[config.mk]
export PLATFORM = sky130hd
export DESIGN_NAME = tci_sermul
export DESIGN_NICKNAME = d
export VERILOG_FILES = /design/src/design/tci_pkg.sv /design/src/design/tci_sermul.sv
export SDC_FILE = /design/constraint.sdc
export NUM_CORES = 1
export LEC_CHECK = 0
export ABC_AREA = 1
export BUFFER_PORTS_ARGS = -buffer_cell sky130_fd_sc_hd__buf_2
export CAP_MARGIN = 20
export CELL_PAD_IN_SITES_DETAIL_PLACEMENT = 0
export CELL_PAD_IN_SITES_GLOBAL_PLACEMENT = 2
export CORE_UTILIZATION = 25
export CTS_CLUSTER_SIZE = 10
export DETAILED_ROUTE_END_ITERATION = 8
export PLACE_DENSITY_LB_ADDON = 0.1
export SLEW_MARGIN = 20
export SYNTH_ARGS = -nofsm -noshare
export SYNTH_HDL_FRONTEND = slang
export SYNTH_SLANG_ARGS = --single-unit
[constraint.sdc]
create_clock -name clk -period 2.5 [get_ports clk]
set_input_delay 0.5 -clock clk [delete_from_list [all_inputs] [get_ports clk]]
set_output_delay 0.5 -clock clk [all_outputs]
set_load 0.1 [all_outputs]
[src/design/tci_pkg.sv]
// Shared types, constants and the breakpoint table of the thrust curve interpolator
package tci_pkg;

    localparam int TABLE_LEN        = 37;
    localparam int CURVE_POINTS_DEF = 37;
    localparam int IDX_W            = $clog2(TABLE_LEN);

    localparam int TIME_W     = 32;
    localparam int THRUST_W   = 22;
    localparam int MASS_W     = 23;
    localparam int TOTAL_W    = 30;
    localparam int DIR_W      = 16;
    localparam int FORCE_W    = 23;
    localparam int FRAC_SHIFT = 16;
    localparam int FRAC_W     = FRAC_SHIFT + 1;
    localparam int SEG_W      = 17;
    localparam int DIR_SHIFT  = 15;

    localparam int ADDR_W = 4;
    localparam int DATA_W = 32;

    localparam logic [TOTAL_W-1:0]      TOTAL_MAX     = '1;
    localparam logic [TOTAL_W-1:0]      MASS_FLOOR_MG = 30'd2235000;
    localparam logic [TOTAL_W-1:0]      UNLOADED_RST  = '0;
    localparam logic signed [DIR_W-1:0] DIR_X_RST     = 16'sd32767;
    localparam logic signed [DIR_W-1:0] DIR_Y_RST     = 16'sd0;
    localparam logic signed [DIR_W-1:0] DIR_Z_RST     = 16'sd0;

    typedef enum logic [1:0] {
        REG_UNLOADED,
        REG_DIR_X,
        REG_DIR_Y,
        REG_DIR_Z
    } tci_reg_t;

    typedef enum logic [2:0] {
        ST_IDLE,
        ST_SEARCH,
        ST_DIV,
        ST_LERP,
        ST_FORCE_GO,
        ST_FORCE,
        ST_DONE
    } tci_state_t;

    typedef struct packed {
        logic busy;
        logic done;
    } tci_stat_t;

    typedef struct packed {
        logic [TIME_W-1:0]   t_us;
        logic [THRUST_W-1:0] thrust;
        logic [MASS_W-1:0]   mass;
    } tci_point_t;

    function automatic tci_point_t curve_point(input logic [IDX_W-1:0] idx);
        tci_point_t p;
        unique case (idx)
            6'd0:    p = '{32'd11000,   22'd1195177, 23'd4751000};
            6'd1:    p = '{32'd24000,   22'd2029903, 23'd4740653};
            6'd2:    p = '{32'd37000,   22'd2380868, 23'd4726503};
            6'd3:    p = '{32'd50000,   22'd2542122, 23'd4710709};
            6'd4:    p = '{32'd100000,  22'd2570578, 23'd4647622};
            6'd5:    p = '{32'd150000,  22'd2561093, 23'd4584301};
            6'd6:    p = '{32'd200000,  22'd2523151, 23'd4521565};
            6'd7:    p = '{32'd250000,  22'd2485208, 23'd4459766};
            6'd8:    p = '{32'd300000,  22'd2523151, 23'd4397967};
            6'd9:    p = '{32'd350000,  22'd2570578, 23'd4335114};
            6'd10:   p = '{32'd400000,  22'd2674919, 23'd4270389};
            6'd11:   p = '{32'd500000,  22'd2912057, 23'd4132511};
            6'd12:   p = '{32'd600000,  22'd3073311, 23'd3984801};
            6'd13:   p = '{32'd700000,  22'd3073311, 23'd3833112};
            6'd14:   p = '{32'd800000,  22'd3101768, 23'd3680720};
            6'd15:   p = '{32'd900000,  22'd3092282, 23'd3527860};
            6'd16:   p = '{32'd1000000, 22'd3092282, 23'd3375235};
            6'd17:   p = '{32'd1100000, 22'd2959485, 23'd3225887};
            6'd18:   p = '{32'd1186000, 22'd2807716, 23'd3103486};
            6'd19:   p = '{32'd1227000, 22'd2437781, 23'd3050412};
            6'd20:   p = '{32'd1270000, 22'd2257556, 23'd3000586};
            6'd21:   p = '{32'd1300000, 22'd2162701, 23'd2967860};
            6'd22:   p = '{32'd1400000, 22'd1991961, 23'd2865330};
            6'd23:   p = '{32'd1500000, 22'd1878135, 23'd2769822};
            6'd24:   p = '{32'd1600000, 22'd1792765, 23'd2679229};
            6'd25:   p = '{32'd1700000, 22'd1688424, 23'd2593319};
            6'd26:   p = '{32'd1800000, 22'd1612540, 23'd2511856};
            6'd27:   p = '{32'd1900000, 22'd1584083, 23'd2432968};
            6'd28:   p = '{32'd2000000, 22'd1536656, 23'd2355953};
            6'd29:   p = '{32'd2048000, 22'd1498714, 23'd2319997};
            6'd30:   p = '{32'd2084000, 22'd1403858, 23'd2294210};
            6'd31:   p = '{32'd2102000, 22'd1166720, 23'd2282791};
            6'd32:   p = '{32'd2134000, 22'd796784,  23'd2267285};
            6'd33:   p = '{32'd2186000, 22'd455305,  23'd2251218};
            6'd34:   p = '{32'd2237000, 22'd237138,  23'd2242503};
            6'd35:   p = '{32'd2300000, 22'd94855,   23'd2237341};
            6'd36:   p = '{32'd2400000, 22'd0,       23'd2235000};
            default: p = '0;
        endcase
        return p;
    endfunction

endpackage

[src/design/tci_sermul.sv]
// Bit-serial shift-add multiplier: unsigned serial operand times signed parallel operand
module tci_sermul #(
    parameter int MW = tci_pkg::FRAC_W,
    parameter int AW = tci_pkg::THRUST_W + 1
) (
    input  logic                      clk,
    input  logic                      rst_n,
    input  logic                      start,
    input  logic [MW-1:0]             m,
    input  logic signed [AW-1:0]      a,
    output tci_pkg::tci_stat_t        stat,
    output logic signed [MW+AW-1:0]   prod
);

    localparam int PW    = MW + AW;
    localparam int CNT_W = $clog2(MW + 1);

    logic                    busy_reg, busy_next;
    logic                    done_reg, done_next;
    logic [CNT_W-1:0]        cnt_reg, cnt_next;
    logic [MW-1:0]           m_reg, m_next;
    logic signed [AW-1:0]    a_reg, a_next;
    logic signed [PW-1:0]    acc_reg, acc_next;
    logic signed [PW-1:0]    a_ext;
    logic signed [PW-1:0]    addend;

    assign a_ext  = {{MW{a_reg[AW-1]}}, a_reg};
    assign addend = m_reg[MW-1] ? a_ext : '0;

    always_comb
    begin
        busy_next = busy_reg;
        done_next = 1'b0;
        cnt_next  = cnt_reg;
        m_next    = m_reg;
        a_next    = a_reg;
        acc_next  = acc_reg;
        if (start)
        begin
            busy_next = 1'b1;
            cnt_next  = CNT_W'(MW);
            m_next    = m;
            a_next    = a;
            acc_next  = '0;
        end
        else if (busy_reg)
        begin
            acc_next  = (acc_reg <<< 1) + addend;
            m_next    = {m_reg[MW-2:0], 1'b0};
            cnt_next  = cnt_reg - CNT_W'(1);
            busy_next = cnt_reg != CNT_W'(1);
            done_next = cnt_reg == CNT_W'(1);
        end
    end

    always_ff @(posedge clk or negedge rst_n)
    begin
        if (!rst_n)
        begin
            busy_reg <= 1'b0;
            done_reg <= 1'b0;
            cnt_reg  <= '0;
        end
        else
        begin
            busy_reg <= busy_next;
            done_reg <= done_next;
            cnt_reg  <= cnt_next;
        end
    end

    always_ff @(posedge clk)
    begin
        m_reg   <= m_next;
        a_reg   <= a_next;
        acc_reg <= acc_next;
    end

    assign stat.busy = busy_reg;
    assign stat.done = done_reg;
    assign prod      = acc_reg;

endmodule

After elaboration in Yosys (flattened, before gate mapping)
Cells that the tools add are included.
- equality and inequality tests: 2
- reductions and logical operators: 1
- mux-type cells: 9
- add/subtract/negate cells: 2
- operators by type and width (cell ; count):
    40-bit adder ; 1
    40-bit 2-to-1 mux ; 1
    17-bit 2-to-1 mux ; 2
    5-bit 2-to-1 mux ; 2
    5-bit by 1-bit equality test with 1-bit output, second input constant ; 1
    5-bit by 1-bit != test with 1-bit output, second input constant ; 1
    5-bit by 1-bit subtractor with 5-bit output, second input constant ; 1
    1-bit 2-to-1 mux ; 4
    2-bit nonzero test ; 1
- bits in registers: 87

Depth between registers and ports, before layout
Gate-level depths: netlist of run 1.
- depth after elaboration: 3
- mapped depth: 19

Least setup slack after synthesis of run 1
OpenSTA, ideal clock, no wires.
- path kind: register to register
- from: register acc_reg[0] (netlist: prod[0])
- to: register acc_reg[33] (netlist: prod[33])
- stages on the path, launching flop included: 16
- path slack: -0.186 ns
- data arrival time: 2.571 ns
- period minus slack after synthesis: 2.686 ns
- cells stage by stage: dfxtp_1 -> ha_1 -> inv_1 -> fa_1 -> inv_1 -> nand3_1 -> nand3_1 -> nand2_1 -> nand2_1 -> nand2_1 -> nand2_1 -> nand3_1 -> nand3_1 -> nand2_1 -> nand3_1 -> nand2_1
- longest elaborated chain between the ends: 1
- RTL lines (item ; RTL line ; source):
    start: declaration ; tci_sermul.sv:23 ; logic signed [PW-1:0] acc_reg, acc_next;
    start signal: assignment ; tci_sermul.sv:76 ; acc_reg <= acc_next;
    40-bit adder ; tci_sermul.sv:48 ; acc_next = (acc_reg <<< 1) + addend;
No other way between the ends.
A chain may end at the register's enable or synchronous reset.

Worst setup path after layout of run 1
- from: register m_reg[16]
- to: register acc_reg[7] (netlist: prod[7])
- longest elaborated chain between the ends: 2
- RTL lines (item ; RTL line ; source):
    start: declaration ; tci_sermul.sv:21 ; logic [MW-1:0] m_reg, m_next;
    start signal: assignment ; tci_sermul.sv:74 ; m_reg <= m_next;
    40-bit 2-to-1 mux ; tci_sermul.sv:28 ; assign addend = m_reg[MW-1] ? a_ext : '0;
    40-bit adder ; tci_sermul.sv:48 ;
No other way between the ends.

==> results.md, run 1 <==
Detailed routing
- **drt initial violations** 350
- **per-cell routed wire length** 15.4 µm
- **total number of vias** 6,170
- **count of nets left with antenna violations after detail routing** 0
- **total detailed-routing wirelength** 22.2 mm
- **Pre-Repair DR Iteration Count** 5
- **post-detailed-route via-to-cell ratio** 4.30
- **DR DRC count** 0

Die
- **Core Region** 23,600 µm²
- **I/O pin total** 85
- **row cnt** 56
- **die width** 158 µm
- **area of the die** 24,800 µm²
- **Die H** 158 µm
- **effective utilization at floorplan** 25.6%

Synth
- **number of warning messages in the yosys log** 0
- **cells after synthesis** 941
- **share of flip-flops with an asynchronous set or reset** 8.05%
- **top cell type by total area after synthesis** sky130_fd_sc_hd__nand2_1
- **number of synthesized flops with an enable pin** 40
- **Synth cell types** 36
- **number of synthesized register bits** 87
- **top cell type's share of synthesized area** 23.5%
- **most common flop cell mapped by yosys** sky130_fd_sc_hd__edfxtp_1
- **top cells by area in the synthesized netlist** sky130_fd_sc_hd__nand2_1 (24%), sky130_fd_sc_hd__edfxtp_1 (20%), sky130_fd_sc_hd__dfxtp_1 (13%)
- **synthesized area per cell** 6.43 µm²
- **net count after synthesis** 1,008
- **area of the mapped netlist** 6050 µm²
- **register area share after synthesis** 36.0%

Cells and area
- **ratio of cells with drive above 1 in the final layout** 29.8%
- **commonest cells after routing, fill and taps aside** sky130_fd_sc_hd__nand2_1 (343), sky130_fd_sc_hd__inv_1 (152), sky130_fd_sc_hd__buf_4 (85)
- **utilization after layout** 35.4%
- **nets** 1,178
- **most frequent standard cell in the layout excluding fill and tap cells** sky130_fd_sc_hd__nand2_1
- **area growth from synthesis to layout** 38.3%
- **non-filler cells in the finished layout** 1,435
- **flip-flop count of the largest register, all copies and words added** 40
- **ANT cells** 0
- **post-route standard cell area excluding fillers** 8370 µm²

Place
- **port bufs** 84
- **RePlAce Congestion** 0.838
- **Setup WS pre-CTS** -0.0490 ns
- **post-detail-place hpwl** 17.1 mm
- **Post-Place Cell Area** 7430 µm²
- **DP Cell Count** 1,409

Setup path
- **critical path startpoint category** flip-flop
- **critical-path maximum fanout** 8
- **required time of the worst setup path** 2.74 ns
- **WS Path Type** flip-flop to flip-flop
- **Worst EP arrival** 2.64 ns
- **Critical Path Sink Type** flip-flop

Min path
- **class of the tightest hold or removal check** input port to flip-flop

CTS
- **Clk pin slew, worst setup/hold paths** 0.08 ns
- **clock tree root buffer cell** sky130_fd_sc_hd__clkbuf_16
- **count of clock tree sinks** 87
- **maximum clock insertion buffer count** 2
- **number of clock buffers inserted by TritonCTS** 9
- **clock tree from TritonCTS** built
- **depth of the CTS H-tree** 3
- **clock insertion delay at the later pin of the skew report** 0.35 ns

Timing
- **final hold violation count** 0
- **Slew Limit Headroom** 63.6%
- **Worst Slack Setup Final** 0.101 ns
- **portion of the clock cycle consumed by the worst path in the final layout** 96.0%
- **worst clock skew** 0.0139 ns
- **hold slack** 0.313 ns
- **clock period minus worst slack** 2.40 ns
- **final sum of negative setup slack** 0 ns
- **upper clock frequency limit** 0.417 GHz
- **Final Max Slew Viols** 0
- **Worst Max-Slew Pin Slew** 0.546 ns
- **RSZ-0062 raised after global routing** yes
- **Final Setup Violations** 0

Global route
- **pin count of the biggest net entering global routing** 44
- **vias in the first global route** 5,942
- **total congestion overflow** 0
- **overall routing resource usage** 18.0%
- **first-pass GRT wire length** 33.3 mm
- **number of antenna violations at the first check in global routing** 0

Pwr
- **maximum resistive drop on vdd** 0.000422 V
- **total power draw** 6.83 mW
- **total power divided by cell area** 816 nW/µm²
- **LEAKAGE** 4.48 nW

Outcome
- **run status** finished clean

Job
- **Max Cap Violations** 0

-- critical path, stage by stage, from the launching register on --
cell and delay, ns:
sky130_fd_sc_hd__edfxtp_1 0.52, sky130_fd_sc_hd__buf_6 0.19, sky130_fd_sc_hd__nand2_1 0.05, sky130_fd_sc_hd__inv_1 0.06, sky130_fd_sc_hd__ha_4 0.24, sky130_fd_sc_hd__buf_4 0.14
sky130_fd_sc_hd__nand3_2 0.09, sky130_fd_sc_hd__nand3_4 0.09, sky130_fd_sc_hd__nand2_2 0.08, sky130_fd_sc_hd__nand2_2 0.08, sky130_fd_sc_hd__buf_4 0.14, sky130_fd_sc_hd__buf_4 0.12
sky130_fd_sc_hd__or2_2 0.26, sky130_fd_sc_hd__a32o_1 0.22
-- Yosys cell counts (2+ instances only) --
library cell	count
sky130_fd_sc_hd__nand3b_1	2
sky130_fd_sc_hd__edfxtp_1	40
sky130_fd_sc_hd__ha_1	23
sky130_fd_sc_hd__o21bai_1	6
sky130_fd_sc_hd__clkbuf_1	13
sky130_fd_sc_hd__nand2_1	379
sky130_fd_sc_hd__nor3_1	5
sky130_fd_sc_hd__buf_6	3
sky130_fd_sc_hd__a41oi_1	2
sky130_fd_sc_hd__nand2_2	7
sky130_fd_sc_hd__o22ai_1	3
sky130_fd_sc_hd__dfxtp_1	40
sky130_fd_sc_hd__and3_1	2
sky130_fd_sc_hd__xnor2_1	3
sky130_fd_sc_hd__nand3_1	69
sky130_fd_sc_hd__xor2_1	3
sky130_fd_sc_hd__nor2_2	10
sky130_fd_sc_hd__or2_2	6
sky130_fd_sc_hd__a31oi_1	2
sky130_fd_sc_hd__a32o_1	5
sky130_fd_sc_hd__o21ai_1	2
sky130_fd_sc_hd__nor2_1	63
sky130_fd_sc_hd__o21ai_0	29
sky130_fd_sc_hd__a21oi_1	38
sky130_fd_sc_hd__nand4_1	10
sky130_fd_sc_hd__dfrtp_1	7
sky130_fd_sc_hd__buf_4	5
sky130_fd_sc_hd__inv_1	156
-- layout make-up --
cell class	count	area, µm²
repair buffers	179	1190
inverters	158	593
clock inverters	6	52.6
multi-input cells	676	3710
flip-flops and latches	87	2180
well taps	319	399
clock buffers	10	239
fillers	2694	15200
-- what timing repair did --
action	4_1_cts	5_1_grt
setup buffers	0	7
gates resized for setup	2	137
hold endpoints to repair	7	0
gates cloned	0	2
pin swaps	0	22
setup endpoints to repair	6	28
hold buffers	1	0
-- where the power goes --
group	leakage [nW]	total, mW	switching, mW	internal [mW]
sequential	0.826	1.98	0.231	1.75
clock	0.137	1.37	0.648	0.717
combinational	3.52	3.48	2.46	1.02
total	4.48	6.83	3.34	3.49
-- kinds of logic after synthesis --
family | after synthesis | synth area share, %
simple gates | 556 | 37.9
flops | 87 | 36.0
fa+ha+maj | 24 | 5.09
compound gates | 89 | 8.36
xor+xnor | 6 | 0.869
buf+inv | 179 | 11.8
-- routing by layer --
layer	track usage, %	vias up	routed length, µm
li1	-	3291	-
met5	0	-	0
met4	3.33	0	148
met2	28.7	93	9680
met1	25.8	2778	11400
met3	2.75	8	932
-- worst paths after layout --
kind	from	to	slack, ns	depth (start not counted)
max reg2reg	m_reg[16]	prod[7]	0.10	13
min	a[12]	a_reg[12]	0.31	1
min in group asynchronous	rst_n	cnt_reg[0]	0.50	2
min reg2reg	prod[39]	prod[39]	0.46	2
max in group asynchronous	rst_n	cnt_reg[3]	1.82	2
max	m_reg[16]	prod[7]	0.10	13
(Power assumes the default switching activity.)
==> run 2, diff against run 1 <==
CORE_MARGIN = 2   (was default)
==> run 2 against run 1 <==
  * Global-route usage decreased by 0.75 points
  * Final cell count about the same
  * Clock skew up 0.0057 ns
  * Cell area rose by 1.5%
  * Clock-buffer cell count is 1 lower
  * Worst setup slack better by 0.026 ns
  * Largest power group unchanged
==> results.md, run 2 (same netlist as run 1, synthesis figures left out) <==
Pwr
- **maximum resistive drop on vdd** 0.000394 V, was 0.000422 V
- **Internal Power** 3.60 mW, was 3.49 mW
- **total power divided by cell area** 829 nW/µm², was 816 nW/µm²
- **NetSw** 3.44 mW, was 3.34 mW
- **sequential group share of total power** 28.1%, was 29.0%
- **share of total power in combinational logic** 50.0%, was 51.0%
- **switching power share of the total** 48.9%, about the same
- **LEAKAGE** 4.51 nW, was 4.48 nW
- **Clock power frac** 21.9%, was 20.0%
- **total power draw** 7.03 mW, was 6.83 mW

Detailed routing
- **total number of vias** 6,229, was 6,170
- **Pre-Repair DR Iteration Count** 7, was 5
- **drt initial violations** 293, was 350
- **met2 wirelength from detailed routing** 9.77 mm, was 9.68 mm
- **wl on met1** 11.4 mm, about the same
- **per-cell routed wire length** 15.5 µm, was 15.4 µm
- **highest metal layer with signal wires** met4, unchanged
- **DR DRC count** 0, unchanged
- **count of nets left with antenna violations after detail routing** 0, unchanged
- **total detailed-routing wirelength** 22.2 mm, about the same
- **post-detailed-route via-to-cell ratio** 4.34, was 4.30
- **length of routed met3 wiring** 751 µm, was 932 µm

Cells and area
- **ratio of cells with drive above 1 in the final layout** 30.9%, was 29.8%
- **commonest cells after routing, fill and taps aside** sky130_fd_sc_hd__nand2_1 (339), sky130_fd_sc_hd__inv_1 (149), sky130_fd_sc_hd__buf_4 (86), was sky130_fd_sc_hd__nand2_1 (343), sky130_fd_sc_hd__inv_1 (152), sky130_fd_sc_hd__buf_4 (85)
- **flip-flop count of the largest register, all copies and words added** 40, unchanged
- **nets** 1,177, was 1,178
- **utilization after layout** 35.9%, was 35.4%
- **number of filler cells placed in the layout** 2,639, was 2,694
- **most frequent standard cell in the layout excluding fill and tap cells** sky130_fd_sc_hd__nand2_1, unchanged
- **area growth from synthesis to layout** 40.3%, was 38.3%
- **ANT cells** 0, unchanged

Setup path
- **cell with the largest stage delay on the worst path** sky130_fd_sc_hd__edfxtp_1, unchanged
- **Reg2Reg Launch Point** m_reg[16], unchanged
- **crit path capture** prod[7], unchanged
- **critical path startpoint category** flip-flop, unchanged
- **WS Path Type** flip-flop to flip-flop, unchanged
- **required time of the worst setup path** 2.75 ns, was 2.74 ns
- **cell type group with the largest total delay on the critical path** simple AND/OR/NAND/NOR gates, was buffers and inverters
- **critical-path maximum fanout** 8, unchanged
- **Crit. Startpoint** m_reg[16], unchanged
- **number of cells on the worst reg-to-reg path** 12, was 13
- **Levels on crit path** 12, was 13
- **Buf/Inv on CP** 4, was 5
- **worst-path cell chain** buf_6 -> nand2_1 -> inv_2 -> ha_4 -> nand3_1 -> nand3_2 -> nand2_1 -> nand2_2 -> buf_4 -> buf_4 -> or2_2 -> a32o_1, was buf_6 -> nand2_1 -> inv_1 -> ha_4 -> buf_4 -> nand3_2 -> nand3_4 -> nand2_2 -> nand2_2 -> buf_4 -> buf_4 -> or2_2 -> a32o_1
- **Worst EP arrival** 2.62 ns, was 2.64 ns
- **RR Endpoint** prod[7], unchanged
- **Critical Path Sink Type** flip-flop, unchanged
- **reg2reg setup slack** 0.13 ns, was 0.10 ns
- **max incr delay on CP** 0.53 ns, was 0.52 ns

Timing
- **worst clock skew** 0.0196 ns, was 0.0139 ns
- **portion of the clock cycle consumed by the worst path in the final layout** 94.9%, was 96.0%
- **Final Setup Violations** 0, unchanged
- **Worst Max-Slew Pin Slew** 0.548 ns, was 0.546 ns
- **upper clock frequency limit** 0.421 GHz, was 0.417 GHz
- **Final Max Slew Viols** 0, unchanged
- **final hold violation count** 0, unchanged
- **clock period minus worst slack** 2.37 ns, was 2.40 ns
- **Slew Limit Headroom** 63.5%, was 63.6%
- **RSZ-0062 raised after global routing** yes, unchanged

Die
- **area of the die** 25,500 µm², was 24,800 µm²
- **Core Region** 23,600 µm², unchanged
- **effective utilization at floorplan** 25.6%, unchanged
- **I/O pin total** 85, unchanged
- **row cnt** 56, unchanged
- **die width** 160 µm, was 158 µm
- **Die H** 160 µm, was 158 µm

Place
- **port bufs** 84, unchanged
- **post-detail-place hpwl** 17.0 mm, was 17.1 mm
- **RePlAce Congestion** 0.799, was 0.838

Min path
- **hold_sp** a[22], was a[12]
- **class of the tightest hold or removal check** input port to flip-flop, unchanged

Outcome
- **run status** finished clean, unchanged

CTS
- **Clk pin slew, worst setup/hold paths** 0.09 ns, was 0.08 ns
- **maximum clock insertion buffer count** 2, unchanged
- **depth of the CTS H-tree** 3, unchanged
- **clock tree root buffer cell** sky130_fd_sc_hd__clkbuf_16, unchanged
- **number of clock buffers inserted by TritonCTS** 9, unchanged
- **clock insertion delay at the later pin of the skew report** 0.37 ns, was 0.35 ns
- **count of clock tree sinks** 87, unchanged
- **clock tree from TritonCTS** built, unchanged

Job
- **Max Cap Violations** 0, unchanged

Global route
- **number of antenna violations at the first check in global routing** 0, unchanged
- **total congestion overflow** 0, unchanged
- **first-pass GRT wire length** 34.4 mm, was 33.3 mm
- **overall routing resource usage** 17.3%, was 18.0%
- **pin count of the biggest net entering global routing** 30, was 44
- **vias in the first global route** 6,163, was 5,942

==> run 2: changes by cell type in the layout (fill, tap and decap cells not counted), moves of 3 or more <==
cell / change
sky130_fd_sc_hd__nand3_4: +4
sky130_fd_sc_hd__nand3_1: -5
sky130_fd_sc_hd__a21oi_2: -3
sky130_fd_sc_hd__inv_2: +3
sky130_fd_sc_hd__nand2_4: -3
sky130_fd_sc_hd__ha_2: -3
sky130_fd_sc_hd__nand2_1: -4
sky130_fd_sc_hd__inv_1: -3
sky130_fd_sc_hd__nand2_2: +6
sky130_fd_sc_hd__ha_4: +3
==> run 2: worst min path at each step <==
stage,end,cells after the start
6_report,a_reg[22],1
3_5_place_dp,cnt_reg[3],1
4_1_cts,a_reg[17],1
3_3_place_gp,cnt_reg[3],1
5_1_grt,a_reg[16],1
2_1_floorplan,busy_reg,0
==> run 2: per-layer routing <==
metal | up-vias | track usage [%]
met4 | 0 | 3.51
met1 | 2817 | 24.3
met3 | 14 | 2.68
met2 | 112 | 28.0
met5 | - | 0
li1 | 3286 | -
==> run 2: stage by stage <==
stage               worst slack (ns)  TNS (ns)  hold WS, ns  area (µm²)  cells
floorplan                     0.0257         0        0.204        6050    941
global placement              -0.206     -1.98        0.354        7420   1408
detailed placement            -0.210     -1.79        0.351        7420   1408
CTS                          -0.0155   -0.0284        0.293        7860   1425
global route                 -0.0460    -0.223        0.294        8490   1434
finish                         0.127         0        0.310        8490   1434
==> run 2: area by class of cell <==
type	instances	area (µm²)	area share (%)
Clock buffer	9	225	2.65
Clock inverter	7	95.1	1.12
Inverter	158	593	6.99
Multi-Input combinational cell	676	3820	45.0
Sequential cell	87	2180	25.7
Tap cell	319	399	4.70
Timing Repair Buffer	178	1180	13.9
==> run 2: what timing repair did <==
action	CTS	global route
buffers inserted	0	8
gates cloned	0	1
endpoints found under the setup margin	22	28
pin swaps	0	16
hold buffers	1	0
gates resized for setup	28	126
endpoints found under the hold margin	7	0
==> run 2: worst register-to-register path, cell delays in order (launching register included) <==
cell,delay (ns)
sky130_fd_sc_hd__edfxtp_1,0.53
sky130_fd_sc_hd__buf_6,0.21
sky130_fd_sc_hd__nand2_1,0.07
sky130_fd_sc_hd__inv_2,0.05
sky130_fd_sc_hd__ha_4,0.26
sky130_fd_sc_hd__nand3_1,0.10
sky130_fd_sc_hd__nand3_2,0.11
sky130_fd_sc_hd__nand2_1,0.10
sky130_fd_sc_hd__nand2_2,0.09
sky130_fd_sc_hd__buf_4,0.14
sky130_fd_sc_hd__buf_4,0.12
sky130_fd_sc_hd__or2_2,0.26
sky130_fd_sc_hd__a32o_1,0.22
==> run 2: power groups by stage <==
stage / Clock [mW] / Sequential, mW / Combinational, mW
floorplan: 0 / 3.02 / 1.18
global placement: 0 / 1.98 / 3.22
detailed placement: 0 / 1.98 / 3.20
CTS: 1.60 / 1.95 / 3.26
global route: 1.64 / 2.01 / 3.82
finish: 1.54 / 1.98 / 3.52
