==> src/design/tci_pkg.sv <==
// Shared types, constants and the breakpoint table of the thrust curve interpolator
package tci_pkg;

    localparam int TABLE_LEN        = 37;
    localparam int CURVE_POINTS_DEF = 37;
    localparam int IDX_W            = $clog2(TABLE_LEN);

    localparam int TIME_W     = 32;
    localparam int THRUST_W   = 22;
    localparam int MASS_W     = 23;
    localparam int TOTAL_W    = 30;
    localparam int DIR_W      = 16;
    localparam int FORCE_W    = 23;
    localparam int FRAC_SHIFT = 16;
    localparam int FRAC_W     = FRAC_SHIFT + 1;
    localparam int SEG_W      = 17;
    localparam int DIR_SHIFT  = 15;

    localparam int ADDR_W = 4;
    localparam int DATA_W = 32;

    localparam logic [TOTAL_W-1:0]      TOTAL_MAX     = '1;
    localparam logic [TOTAL_W-1:0]      MASS_FLOOR_MG = 30'd2235000;
    localparam logic [TOTAL_W-1:0]      UNLOADED_RST  = '0;
    localparam logic signed [DIR_W-1:0] DIR_X_RST     = 16'sd32767;
    localparam logic signed [DIR_W-1:0] DIR_Y_RST     = 16'sd0;
    localparam logic signed [DIR_W-1:0] DIR_Z_RST     = 16'sd0;

    typedef enum logic [1:0] {
        REG_UNLOADED,
        REG_DIR_X,
        REG_DIR_Y,
        REG_DIR_Z
    } tci_reg_t;

    typedef enum logic [2:0] {
        ST_IDLE,
        ST_SEARCH,
        ST_DIV,
        ST_LERP,
        ST_FORCE_GO,
        ST_FORCE,
        ST_DONE
    } tci_state_t;

    typedef struct packed {
        logic busy;
        logic done;
    } tci_stat_t;

    typedef struct packed {
        logic [TIME_W-1:0]   t_us;
        logic [THRUST_W-1:0] thrust;
        logic [MASS_W-1:0]   mass;
    } tci_point_t;

    function automatic tci_point_t curve_point(input logic [IDX_W-1:0] idx);
        tci_point_t p;
        unique case (idx)
            6'd0:    p = '{32'd11000,   22'd1195177, 23'd4751000};
            6'd1:    p = '{32'd24000,   22'd2029903, 23'd4740653};
            6'd2:    p = '{32'd37000,   22'd2380868, 23'd4726503};
            6'd3:    p = '{32'd50000,   22'd2542122, 23'd4710709};
            6'd4:    p = '{32'd100000,  22'd2570578, 23'd4647622};
            6'd5:    p = '{32'd150000,  22'd2561093, 23'd4584301};
            6'd6:    p = '{32'd200000,  22'd2523151, 23'd4521565};
            6'd7:    p = '{32'd250000,  22'd2485208, 23'd4459766};
            6'd8:    p = '{32'd300000,  22'd2523151, 23'd4397967};
            6'd9:    p = '{32'd350000,  22'd2570578, 23'd4335114};
            6'd10:   p = '{32'd400000,  22'd2674919, 23'd4270389};
            6'd11:   p = '{32'd500000,  22'd2912057, 23'd4132511};
            6'd12:   p = '{32'd600000,  22'd3073311, 23'd3984801};
            6'd13:   p = '{32'd700000,  22'd3073311, 23'd3833112};
            6'd14:   p = '{32'd800000,  22'd3101768, 23'd3680720};
            6'd15:   p = '{32'd900000,  22'd3092282, 23'd3527860};
            6'd16:   p = '{32'd1000000, 22'd3092282, 23'd3375235};
            6'd17:   p = '{32'd1100000, 22'd2959485, 23'd3225887};
            6'd18:   p = '{32'd1186000, 22'd2807716, 23'd3103486};
            6'd19:   p = '{32'd1227000, 22'd2437781, 23'd3050412};
            6'd20:   p = '{32'd1270000, 22'd2257556, 23'd3000586};
            6'd21:   p = '{32'd1300000, 22'd2162701, 23'd2967860};
            6'd22:   p = '{32'd1400000, 22'd1991961, 23'd2865330};
            6'd23:   p = '{32'd1500000, 22'd1878135, 23'd2769822};
            6'd24:   p = '{32'd1600000, 22'd1792765, 23'd2679229};
            6'd25:   p = '{32'd1700000, 22'd1688424, 23'd2593319};
            6'd26:   p = '{32'd1800000, 22'd1612540, 23'd2511856};
            6'd27:   p = '{32'd1900000, 22'd1584083, 23'd2432968};
            6'd28:   p = '{32'd2000000, 22'd1536656, 23'd2355953};
            6'd29:   p = '{32'd2048000, 22'd1498714, 23'd2319997};
            6'd30:   p = '{32'd2084000, 22'd1403858, 23'd2294210};
            6'd31:   p = '{32'd2102000, 22'd1166720, 23'd2282791};
            6'd32:   p = '{32'd2134000, 22'd796784,  23'd2267285};
            6'd33:   p = '{32'd2186000, 22'd455305,  23'd2251218};
            6'd34:   p = '{32'd2237000, 22'd237138,  23'd2242503};
            6'd35:   p = '{32'd2300000, 22'd94855,   23'd2237341};
            6'd36:   p = '{32'd2400000, 22'd0,       23'd2235000};
            default: p = '0;
        endcase
        return p;
    endfunction

endpackage

==> src/design/tci_div.sv <==
// Bit-serial restoring divider for the Q1.16 segment fraction
module tci_div (
    input  logic                        clk,
    input  logic                        rst_n,
    input  logic                        start,
    input  logic [tci_pkg::SEG_W-1:0]   dividend,
    input  logic [tci_pkg::SEG_W-1:0]   divisor,
    output tci_pkg::tci_stat_t          stat,
    output logic [tci_pkg::FRAC_W-1:0]  quotient
);

    localparam int CNT_W = $clog2(tci_pkg::FRAC_W + 1);

    logic                       busy_reg, busy_next;
    logic                       done_reg, done_next;
    logic                       first_reg, first_next;
    logic [CNT_W-1:0]           cnt_reg, cnt_next;
    logic [tci_pkg::SEG_W-1:0]  rem_reg, rem_next;
    logic [tci_pkg::SEG_W-1:0]  dsr_reg, dsr_next;
    logic [tci_pkg::FRAC_W-1:0] quo_reg, quo_next;
    logic [tci_pkg::SEG_W:0]    trial;
    logic [tci_pkg::SEG_W:0]    diff;
    logic                       ge;

    assign trial = first_reg ? {1'b0, rem_reg} : {rem_reg, 1'b0};
    assign ge    = trial >= {1'b0, dsr_reg};
    assign diff  = trial - {1'b0, dsr_reg};

    always_comb
    begin
        busy_next  = busy_reg;
        done_next  = 1'b0;
        first_next = first_reg;
        cnt_next   = cnt_reg;
        rem_next   = rem_reg;
        dsr_next   = dsr_reg;
        quo_next   = quo_reg;
        if (start)
        begin
            busy_next  = 1'b1;
            first_next = 1'b1;
            cnt_next   = CNT_W'(tci_pkg::FRAC_W);
            rem_next   = dividend;
            dsr_next   = divisor;
            quo_next   = '0;
        end
        else if (busy_reg)
        begin
            first_next = 1'b0;
            rem_next   = ge ? diff[tci_pkg::SEG_W-1:0] : trial[tci_pkg::SEG_W-1:0];
            quo_next   = {quo_reg[tci_pkg::FRAC_W-2:0], ge};
            cnt_next   = cnt_reg - CNT_W'(1);
            busy_next  = cnt_reg != CNT_W'(1);
            done_next  = cnt_reg == CNT_W'(1);
        end
    end

    always_ff @(posedge clk or negedge rst_n)
    begin
        if (!rst_n)
        begin
            busy_reg  <= 1'b0;
            done_reg  <= 1'b0;
            first_reg <= 1'b0;
            cnt_reg   <= '0;
        end
        else
        begin
            busy_reg  <= busy_next;
            done_reg  <= done_next;
            first_reg <= first_next;
            cnt_reg   <= cnt_next;
        end
    end

    always_ff @(posedge clk)
    begin
        rem_reg <= rem_next;
        dsr_reg <= dsr_next;
        quo_reg <= quo_next;
    end

    assign stat.busy = busy_reg;
    assign stat.done = done_reg;
    assign quotient  = quo_reg;

endmodule

==> config.mk <==
export PLATFORM = sky130hd
export DESIGN_NAME = tci_div
export DESIGN_NICKNAME = d
export VERILOG_FILES = /design/src/design/tci_pkg.sv /design/src/design/tci_div.sv
export SDC_FILE = /design/constraint.sdc
export NUM_CORES = 1
export LEC_CHECK = 0
export BUFFER_PORTS_ARGS = -buffer_cell sky130_fd_sc_hd__clkbuf_2
export CELL_PAD_IN_SITES_DETAIL_PLACEMENT = 1
export CELL_PAD_IN_SITES_GLOBAL_PLACEMENT = 1
export CORE_UTILIZATION = 33
export CTS_BUF_LIST = sky130_fd_sc_hd__clkbuf_4 sky130_fd_sc_hd__clkbuf_8
export DETAILED_ROUTE_END_ITERATION = 16
export PLACE_DENSITY_LB_ADDON = 0.1
export SYNTH_ARGS = -nofsm -noshare
export SYNTH_HDL_FRONTEND = slang
export SYNTH_SLANG_ARGS = --single-unit
==> constraint.sdc <==
create_clock -name clk -period 3.88 [get_ports clk]
set_input_delay 0.776 -clock clk [delete_from_list [all_inputs] [get_ports clk]]
set_output_delay 0.776 -clock clk [all_outputs]
set_load 0.01 [all_outputs]
==> Yosys cells after proc, flatten, opt, wreduce, memory -nomap -nowiden <==
Index checks and enable logic that the tools add are counted.
{ "word_totals": {"memories": 0, "romBits": 0, "mem_bits_rw": 0, "wordCells": 25, "output_inout_bits": 19, "register_bits": 59, "latch_bits": 0} }
{ "op_classes": {"add_sub_neg": 2, "n_shift": 0, "muxes": 12, "magnitude_cmp": 1, "eq_ne": 2, "mul": 0, "n_reduce_logical": 1, "div": 0, "bitwise": 0} }
{ "ops": {"columns": ["cell", "n"], "rows": [
  ["$mux W17", 3],
  ["$ge A18 B17 Y1", 1],
  ["$mux W18", 1],
  ["$sub A17 B17 Y17", 1],
  ["$mux W5", 2],
  ["$mux W1", 6],
  ["$eq A5 B1 Y1 const B", 1],
  ["$ne A5 B1 Y1 const B", 1],
  ["$sub A5 B1 Y5 const B", 1],
  ["$reduce_bool A2 Y1", 1]
]} }

==> Longest topological paths before layout <==
Gate-level depths: netlist of run 1.
{ "depth": {"depth_word": 5, "mapped_depth": 14, "depth_no_buf": 10} }

==> Worst setup path before layout of run 1 <==
OpenSTA, ideal clock, no wires.
{ "synth_path": {"path_type": "flip-flop to flip-flop", "start": "reg first_reg", "end": "reg rem_reg[0] in the netlist's numbering, data pin", "arrival_time_ns": 3.124, "setup_ns": 0.260, "synth_period_minus_slack_ns": 3.384, "path_slack_ns": 0.496, "n_path_buf": 3, "path_stages_with_launch": 12, "required_ns": 3.620, "cell_sequence": "dfrtp_1 -> buf_2 -> buf_1 -> mux2_1 -> ha_1 -> a21o_1 -> a221oi_2 -> o31ai_2 -> a221o_1 -> buf_6 -> mux2i_1 -> mux2_2"} }
{ "synth_between": {"elab_chain_len": 5, "elab_cells_between_ends": 6, "cone_classes": "add/sub (1); order compare (1); mux (4)"} }
{ "synth_rtl": {"columns": ["item", "line_no", "source"], "rows": [
  ["start: declaration", "tci_div.sv:16", "logic first_reg, first_next;"],
  ["start signal: assignment", "tci_div.sv:71", "first_reg <= first_next;"],
  ["$mux W18 *", "tci_div.sv:25", "assign trial = first_reg ? {1'b0, rem_reg} : {rem_reg, 1'b0};"],
  ["$sub A17 B17 Y17 or $ge A18 B17 Y1 (tied branches)", "tci_div.sv:27, tci_div.sv:26", null],
  ["$mux W17 *", "tci_div.sv:50", "rem_next = ge ? diff[tci_pkg::SEG_W-1:0] : trial[tci_pkg::SEG_W-1:0];"],
  ["$mux W17 *", "tci_div.sv:47", "else if (busy_reg)"],
  ["$mux W17 *", "tci_div.sv:38", "if (start)"],
  ["net rem_next (one bit)", "tci_div.sv:18", "logic [tci_pkg::SEG_W-1:0] rem_reg, rem_next;"],
  ["end signal: assignment", "tci_div.sv:78", "rem_reg <= rem_next;"],
  ["end: declaration", "tci_div.sv:18", null]
]} }
The timed path passes the listed nets; every way through them passes the cells marked *. The select of a mux whose other input is x is not followed.
A chain may end at the register's enable or synchronous reset.

==> Worst setup path in the final report of run 1 <==
{ "layout_path": {"start": "reg first_reg", "end": "reg rem_reg[4] in the netlist's numbering, data pin"} }
The elaborated chain is that of the path after synthesis.

==> flow_summary.toml, run 1 <==
[run_status]
status = "finished, final reports clean"

[setup_path]
startpoint_type = "flip-flop"
reg2reg_slack_ps = 310
cp_cell_sequence = "buf_4 > nand2_1 > ha_1 > inv_1 > fa_1 > a21o_1 > a221oi_2 > o31ai_2 > a221o_1 > buf_4 > mux2i_1 > a21oi_1"
worstPathArrival_ps = 3670
end_kind = "flip-flop"
critical_path_class = "reg2reg"
cpMaxStageDelayCell = "dfrtp_1"
cp_slowest_stage_delay_ps = 560
cp_max_fo = 13
crit_top_cell = "buf_4"
cp.required_ps = 3980

[pwr]
netSwitchingPower_mw = 1.28
p_sw_share_pct = 39.8
p_leak_nw = 1.97
power_frac_comb_pct = 50.9
powerDensity_nw_per_um2 = 770
p_clk_share_pct = 19.7
peakVddDrop_mv = 0.268
intPower_mw = 1.93
finalPower_mw = 3.21
seq_power_share_pct = 29.3

[yosys]
syn_nets = 416
ys_seq_area_share_pct = 44.1
synth_warnings = 0
ys_seq_elements = 59
synth_top_cell_area_share_pct = 28.8
mappedNetlistArea_um2 = 3540
synth_async_sr_flop_share_pct = 13.6
synthTopCellsByArea = "edfxtp_1, dfxtp_1, ha_1, mux2i_1, dfrtp_1"
synth.avg_cell_area_um2 = 9.86
synth_top_area_cell = "edfxtp_1"
synth-edff-count = 34
syn_inst = 359
yosys_most_used_dff = "edfxtp_1"
synth.distinct_cells = 53

[sta]
slew_viol_final = 0
fin_setup_tns_ps = 0
finalCritPeriodShare_pct = 92.0
tightest_slew_ps = 844
hold_ws_ps = 249
max_freq_ghz = 0.280
relSlewSlack_pct = 43.6
rsz0062_at_grt = "false"
hold_viol_final = 0
fin_crit_ps = 3570
finalSetupViolations = 0
skew_ps = 10.1

[job]
maxCapViolCount = 0

[cells_and_area]
final_nets = 471
drive_above_1_share_pct = 21.2
fillers = 1222
syn2layout_area_growth_pct = 17.7
multi_input_area_um2 = 1790
seq_area_um2 = 1560
antenna_cells = 0

[die]
die_h_um = 106
core_um2 = 10400
row_count = 37
io_pins = 56
initial_utilization_pct = 34.1
die_w_um = 106
dieArea_um2 = 11100

[drt]
firstDrtPassIters = 4
drc = 0
vias_per_cell = 5.03
vias = 2791
drt_iter0_markers = 91
wl_per_cell_um = 15.6
ant_nets = 0
routed_wirelength_um = 8650

[clock_network]
clock-sinks = 59
htree_levels = 3
cts_hold_buf = 0
clock_path_buffers = 2
ctsResizeCount = 0
clk_latency_ps = 360
cts_tree = "done"
cts_made_buffers = 9
clk_pin_slew_ps = 70
postCtsSetupBuffers = 0
root_buffer = "clkbuf_8"

[grt]
grt-ovfl-total = 0
grt_pass1_wl_um = 14700
grt_pass1_vias = 2900
grt_use_total_pct = 17.2
antenna_found_initial = 0
grt_max_degree = 59

[hold_path]
hp-class = "in2async"

[placement]
hpwlAfterDp_um = 6150
place.gp.congestion = 0.772
port_buffers = 55
-- cell usage in the layout (no fill, tap or decap), types with 10 or more instances in the layout --
cell	count
clkbuf_2	55
nor2_1	31
edfxtp_1	34
dfxtp_1	17
nand2_1	43
mux2i_1	22
a21oi_1	22
xnor2_1	10
mux2_1	15
inv_1	23
ha_1	19
-- metal layers --
layer	share of wire [%]	wire length (µm)	global-route usage, %
met5	0	0	0
met1	51	4400	22.5
met4	2.2	189	8.53
met3	3.2	275	4.76
met2	44	3790	26.1
-- cell families (layout without fill, tap and decap cells) --
group	count (synthesis)	in the layout	synth area share (%)
AOI/OAI and AO/OA	75	75	14.4
xor gates and xnor gates	15	15	3.71
adders and majority gates	20	20	7.28
buffers and inverters	45	105	5.48
DFF	59	59	44.1
muxes	39	39	11.6
and+or+nand+nor	106	106	13.4
-- worst paths after layout --
kind	from	endpoint	depth (start not counted)
max	first_reg	rem_reg[4]	12
min	rst_n	cnt_reg[2]	1
min reg2reg	quotient[10]	quotient[10]	2
min in group clk	quotient[10]	quotient[10]	2
max in group asynchronous	rst_n	cnt_reg[1]	1
max reg2reg	first_reg	rem_reg[4]	12
-- power groups by stage --
stage          Clock [mW]  Combinational, mW  Sequential [mW]
2_1_floorplan           0               1.28            0.917
3_3_place_gp            0               1.62            0.955
3_5_place_dp            0               1.64            0.952
4_1_cts             0.660               1.65            0.944
5_1_grt             0.684               1.84            0.963
6_report            0.634               1.64            0.942
-- area by class of cell --
class	count	share of cell area (%)
clock buffer	11	3.33
clock inverter	5	1.83
inverter	25	2.25
multi-input combinational	255	42.8
sequential	59	37.5
tap	136	4.08
timing repair buffer	64	8.22
-- cell usage after synthesis (3+ instances only) --
library cell / n
nand2_1: 43
edfxtp_1: 34
nor2_1: 31
inv_1: 23
a21oi_1: 22
mux2i_1: 22
ha_1: 19
dfxtp_1: 17
mux2_1: 15
xnor2_1: 10
clkbuf_1: 9
o211ai_1: 9
o21ai_1: 9
dfrtp_1: 8
a21o_1: 7
buf_1: 5
nand3_1: 5
nor2b_1: 5
nor3_1: 5
xor2_1: 5
o21ai_0: 4
a211o_1: 3
a31o_1: 3
and3_1: 3
nand4_1: 3
nor4_1: 3
o21a_1: 3
-- stage by stage --
stage               setup slack, ps  cells  utilization (%)  instance area [µm²]
finish                          311    555             40.2                 4170
CTS                             283    555             40.2                 4170
global placement                382    539             38.1                 3950
detailed placement              283    539             38.1                 3950
global route                   3.59    555             40.2                 4170
floorplan                       496    359                -                 3540
-- critical path: cells and delay by family, from the launching register on --
family	cells	cell delay, ps
flops	1	560
compound gates	5	1330
simple gates	1	90
buf+inv	3	610
fa+ha+maj	2	560
mux	1	160
Note: power is estimated with default switching activity, not from simulation.
==> inputs of run 2 (changes only) <==
--- a/config.mk
+++ b/config.mk
@@ -8,10 +8,11 @@
 export BUFFER_PORTS_ARGS = -buffer_cell sky130_fd_sc_hd__clkbuf_2
 export CELL_PAD_IN_SITES_DETAIL_PLACEMENT = 1
 export CELL_PAD_IN_SITES_GLOBAL_PLACEMENT = 1
+export CORE_ASPECT_RATIO = 1.1
 export CORE_UTILIZATION = 33
 export CTS_BUF_LIST = sky130_fd_sc_hd__clkbuf_4 sky130_fd_sc_hd__clkbuf_8
 export DETAILED_ROUTE_END_ITERATION = 16
-export PLACE_DENSITY_LB_ADDON = 0.1
+export PLACE_DENSITY_LB_ADDON = 0.12
 export SYNTH_ARGS = -nofsm -noshare
 export SYNTH_HDL_FRONTEND = slang
 export SYNTH_SLANG_ARGS = --single-unit
==> flow_summary.toml, run 2 (synthesis gave the netlist of run 1 again) <==
[run_status]
status = "finished, final reports clean"

[die]
die_h_um = 111
io_pins = 56
initial_utilization_pct = 34.1
row_count = 39
core_um2 = 10400
dieArea_um2 = 11100
die_w_um = 101

[setup_path]
critical_path_class = "reg2reg"
cp_max_fo = 13
startpoint_type = "flip-flop"
end_kind = "flip-flop"
worstPathArrival_ps = 3640
cp.required_ps = 3990

[drt]
drc = 0
vias_per_cell = 4.97
wl_per_cell_um = 15.4
met3WireLength_um = 372
drt_iter0_markers = 70
firstDrtPassIters = 4
route.met2.wl_um = 4250
routed_wirelength_um = 8630
ant_nets = 0
vias = 2781
met1_length_um = 3840
top_layer = "met4"

[clock_network]
ctsResizeCount = 0
clk_pin_slew_ps = 80
htree_levels = 3
clock_path_buffers = 2
cts_hold_buf = 0
clk_latency_ps = 360
clock-sinks = 59
cts_made_buffers = 9
cts_tree = "done"
postCtsSetupBuffers = 0
root_buffer = "clkbuf_8"

[sta]
fin_setup_tns_ps = 0
hold_viol_final = 0
finalSetupViolations = 0
fin_crit_ps = 3540
hold_ws_ps = 253
slew_viol_final = 0
max_freq_ghz = 0.283
tightest_slew_ps = 863
worst_slack_ps = 345
skew_ps = 17.0
relSlewSlack_pct = 42.3
finalCritPeriodShare_pct = 91.1
rsz0062_at_grt = "false"

[cells_and_area]
final_nets = 469
drive_above_1_share_pct = 20.9
antenna_cells = 0
mostFrequentLayoutCell = "clkbuf_2"
most-common-layout-cells = "clkbuf_2, nand2_1, edfxtp_1, nor2_1, inv_1"
syn2layout_area_growth_pct = 16.4

[pwr]
peakVddDrop_mv = 0.225
p_clk_share_pct = 16.7
seq_power_share_pct = 30.6
power_frac_comb_pct = 52.6
netSwitchingPower_mw = 1.28
p_sw_share_pct = 41.5
intPower_mw = 1.80
finalPower_mw = 3.08
powerDensity_nw_per_um2 = 747
p_leak_nw = 1.95

[grt]
grt_pass1_vias = 3017
grt_max_degree = 59
grt-ovfl-total = 0
grt_use_total_pct = 17.1
antenna_found_initial = 0
grt_pass1_wl_um = 14700

[hold_path]
hp-class = "in2async"

[placement]
hpwlAfterDp_um = 6290
place.gp.congestion = 0.762
place_ws_ps = 354
port_buffers = 55

[job]
maxCapViolCount = 0
==> run 2: worst max-delay path, cell delays in order, from the launching register on <==
cell	delay [ps]
dfrtp_1	680
mux2_1	430
fa_1	440
a21o_1	230
a221oi_2	330
o31ai_2	180
a221o_1	390
buf_4	200
mux2i_1	130
mux2_2	270
==> run 2: layout make-up <==
type	instances	area, µm²
Fill cell	1229	6270
Multi-Input combinational cell	255	1790
Sequential cell	59	1560
Timing Repair Buffer	62	328
Tap cell	143	179
Clock buffer	11	145
Inverter	25	93.8
Clock inverter	5	27.5
==> run 2: final timing paths <==
| check | slack [ps] | cells past startpoint | startpoint | end |
|---|---|---|---|---|
| max in group asynchronous | 3440 | 1 | rst_n | first_reg |
| worst min register to register | 510 | 2 | quotient[16] | quotient[16] |
| worst max register to register | 340 | 9 | first_reg | rem_reg[0] |
| min in group clk | 510 | 2 | quotient[16] | quotient[16] |
| worst max-delay path | 340 | 9 | first_reg | rem_reg[0] |
| worst min-delay path | 250 | 1 | rst_n | cnt_reg[2] |
==> run 2: power groups by stage <==
stage	registers [mW]	clock network [mW]	logic, mW
finish	0.944	0.515	1.62
floorplan	0.917	0	1.28
global route	0.964	0.563	1.82
global placement	0.954	0	1.59
detailed placement	0.959	0	1.63
CTS	0.946	0.533	1.65
==> run 2: stage by stage <==
step / instances / util [%] / instance area, µm²
floorplan: 359 / - / 3540
global placement: 544 / 38.0 / 3950
detailed placement: 544 / 38.0 / 3950
CTS: 560 / 39.6 / 4120
global route: 560 / 39.6 / 4120
finish: 560 / 39.6 / 4120
==> run 2: routing by layer <==
layer  track usage (%)  up-vias
li1                  -     1385
met1              20.8     1338
met2              28.4       46
met3              4.30       12
met4              7.15        0
met5                 0        -
==> inputs of run 3 (changes only) <==
--- a/config.mk
+++ b/config.mk
@@ -5,10 +5,11 @@
 export SDC_FILE = /design/constraint.sdc
 export NUM_CORES = 1
 export LEC_CHECK = 0
+export ABC_CLOCK_PERIOD_IN_PS = 3880
 export BUFFER_PORTS_ARGS = -buffer_cell sky130_fd_sc_hd__clkbuf_2
 export CELL_PAD_IN_SITES_DETAIL_PLACEMENT = 1
 export CELL_PAD_IN_SITES_GLOBAL_PLACEMENT = 1
-export CORE_ASPECT_RATIO = 1.1
+export CORE_ASPECT_RATIO = 1.75
 export CORE_UTILIZATION = 33
 export CTS_BUF_LIST = sky130_fd_sc_hd__clkbuf_4 sky130_fd_sc_hd__clkbuf_8
 export DETAILED_ROUTE_END_ITERATION = 16
==> flow_summary.toml, run 3 (synthesis gave the netlist of run 1 again) <==
[setup_path]
cp_top_family = "compound AO/OA/AOI/OAI gates"
worstPathArrival_ps = 3600
end_kind = "flip-flop"
cpMaxStageDelayCell = "dfrtp_1"
cp_cell_sequence = "mux2_1 > fa_1 > a21o_1 > a221oi_2 > o31ai_2 > a221o_1 > buf_12 > and2_4 > a21o_1"
cp_max_fo = 22
cp_slowest_stage_delay_ps = 530
critical_path_class = "reg2reg"
crit_top_cell = "a21o_1"
startpoint_type = "flip-flop"
cp.required_ps = 3990
cp_num_buf_inv = 1

[run_status]
status = "finished, final reports clean"

[pwr]
peakVddDrop_mv = 0.269
powerDensity_nw_per_um2 = 791
p_leak_nw = 1.96

[clock_network]
clock_path_buffers = 2
ctsResizeCount = 0
cts_made_buffers = 9
cts_tree = "done"
root_buffer = "clkbuf_8"
cts_hold_buf = 0
clk_latency_ps = 350
clk_pin_slew_ps = 70
clock-sinks = 59
htree_levels = 3
postCtsSetupBuffers = 0

[cells_and_area]
fillers = 1216
final_nets = 467
drive_above_1_share_pct = 20.5
mostFrequentLayoutCell = "clkbuf_2"
multi_input_area_um2 = 1790
syn2layout_area_growth_pct = 16.9
most-common-layout-cells = "clkbuf_2, nand2_1, edfxtp_1, nor2_1, inv_1"
seq_area_um2 = 1560
antenna_cells = 0

[sta]
finalCritPeriodShare_pct = 90.1
slew_viol_final = 0
skew_ps = 6.87
worst_slack_ps = 385
relSlewSlack_pct = 47.5
max_freq_ghz = 0.286
hold_viol_final = 0
tightest_slew_ps = 785
fin_setup_tns_ps = 0
fin_crit_ps = 3490
finalSetupViolations = 0
rsz0062_at_grt = "false"

[drt]
vias = 2773
wl_per_cell_um = 17.3
ant_nets = 0
routed_wirelength_um = 9370
firstDrtPassIters = 4
vias_per_cell = 5.12
drc = 0
drt_iter0_markers = 105

[grt]
grt_use_total_pct = 18.4
use_met3_pct = 3.03
grt_pass1_wl_um = 15200
met2_usage_pct = 35.4
grt-ovfl-total = 0
grt_max_degree = 59
grt_most_used_layer = "met2"
grt_pass1_vias = 3076
met1_usage_pct = 18.6
antenna_found_initial = 0

[placement]
port_buffers = 55
place.gp.congestion = 0.906
place_ws_ps = 396
hpwlAfterDp_um = 7270

[die]
initial_utilization_pct = 34.2
core_um2 = 10400
dieArea_um2 = 11200
row_count = 49
die_w_um = 80.3
io_pins = 56
die_h_um = 139

[job]
maxCapViolCount = 0

[hold_path]
hp-class = "in2async"
==> run 3: changes by cell type in the layout (fill, tap and decap cells not counted), sizes merged <==
cell,before,now
clkinv,3,0
bufinv,0,1
buf,7,5
clkbuf,66,68
==> run 3: worst paths after layout <==
check	from	to	slack [ps]	depth (start not counted)
worst max register to register	first_reg	rem_reg[16]	390	9
max in group asynchronous	rst_n	busy_reg	3430	1
min in group clk	quotient[16]	quotient[16]	510	2
worst max-delay path	first_reg	rem_reg[16]	390	9
worst min register to register	quotient[16]	quotient[16]	510	2
worst min-delay path	rst_n	done_reg	260	1
==> run 3: power breakdown <==
part           internal (mW)  switching, mW  leakage, nW
clock network          0.357          0.263        0.114
registers              0.849         0.0922        0.582
logic                  0.710           1.00         1.26
total                   1.92           1.36         1.96
==> run 3: per-layer routing <==
metal	up-vias	wire, µm
met3	16	206
met2	42	5410
li1	1382	-
met1	1333	3530
met4	0	233
met5	-	0
==> run 3: cell type report <==
class | count | area share [%]
Sequential cell | 59 | 37.7
Clock inverter | 3 | 1.03
Clock buffer | 13 | 4.17
Tap cell | 127 | 3.84
Multi-Input combinational cell | 255 | 43.1
Timing Repair Buffer | 60 | 7.86
Inverter | 25 | 2.27
==> run 3: through the flow <==
stage / cell area (µm²) / hold slack (ps) / std cells / utilization, % / power [mW]
5_1_grt: 4140 / 275 / 542 / 40.0 / 3.52
6_report: 4140 / 264 / 542 / 40.0 / 3.27
4_1_cts: 4140 / 258 / 542 / 40.0 / 3.32
2_1_floorplan: 3540 / 480 / 359 / - / 2.20
3_5_place_dp: 3930 / 513 / 526 / 37.9 / 2.68
3_3_place_gp: 3930 / 477 / 526 / 37.9 / 2.64
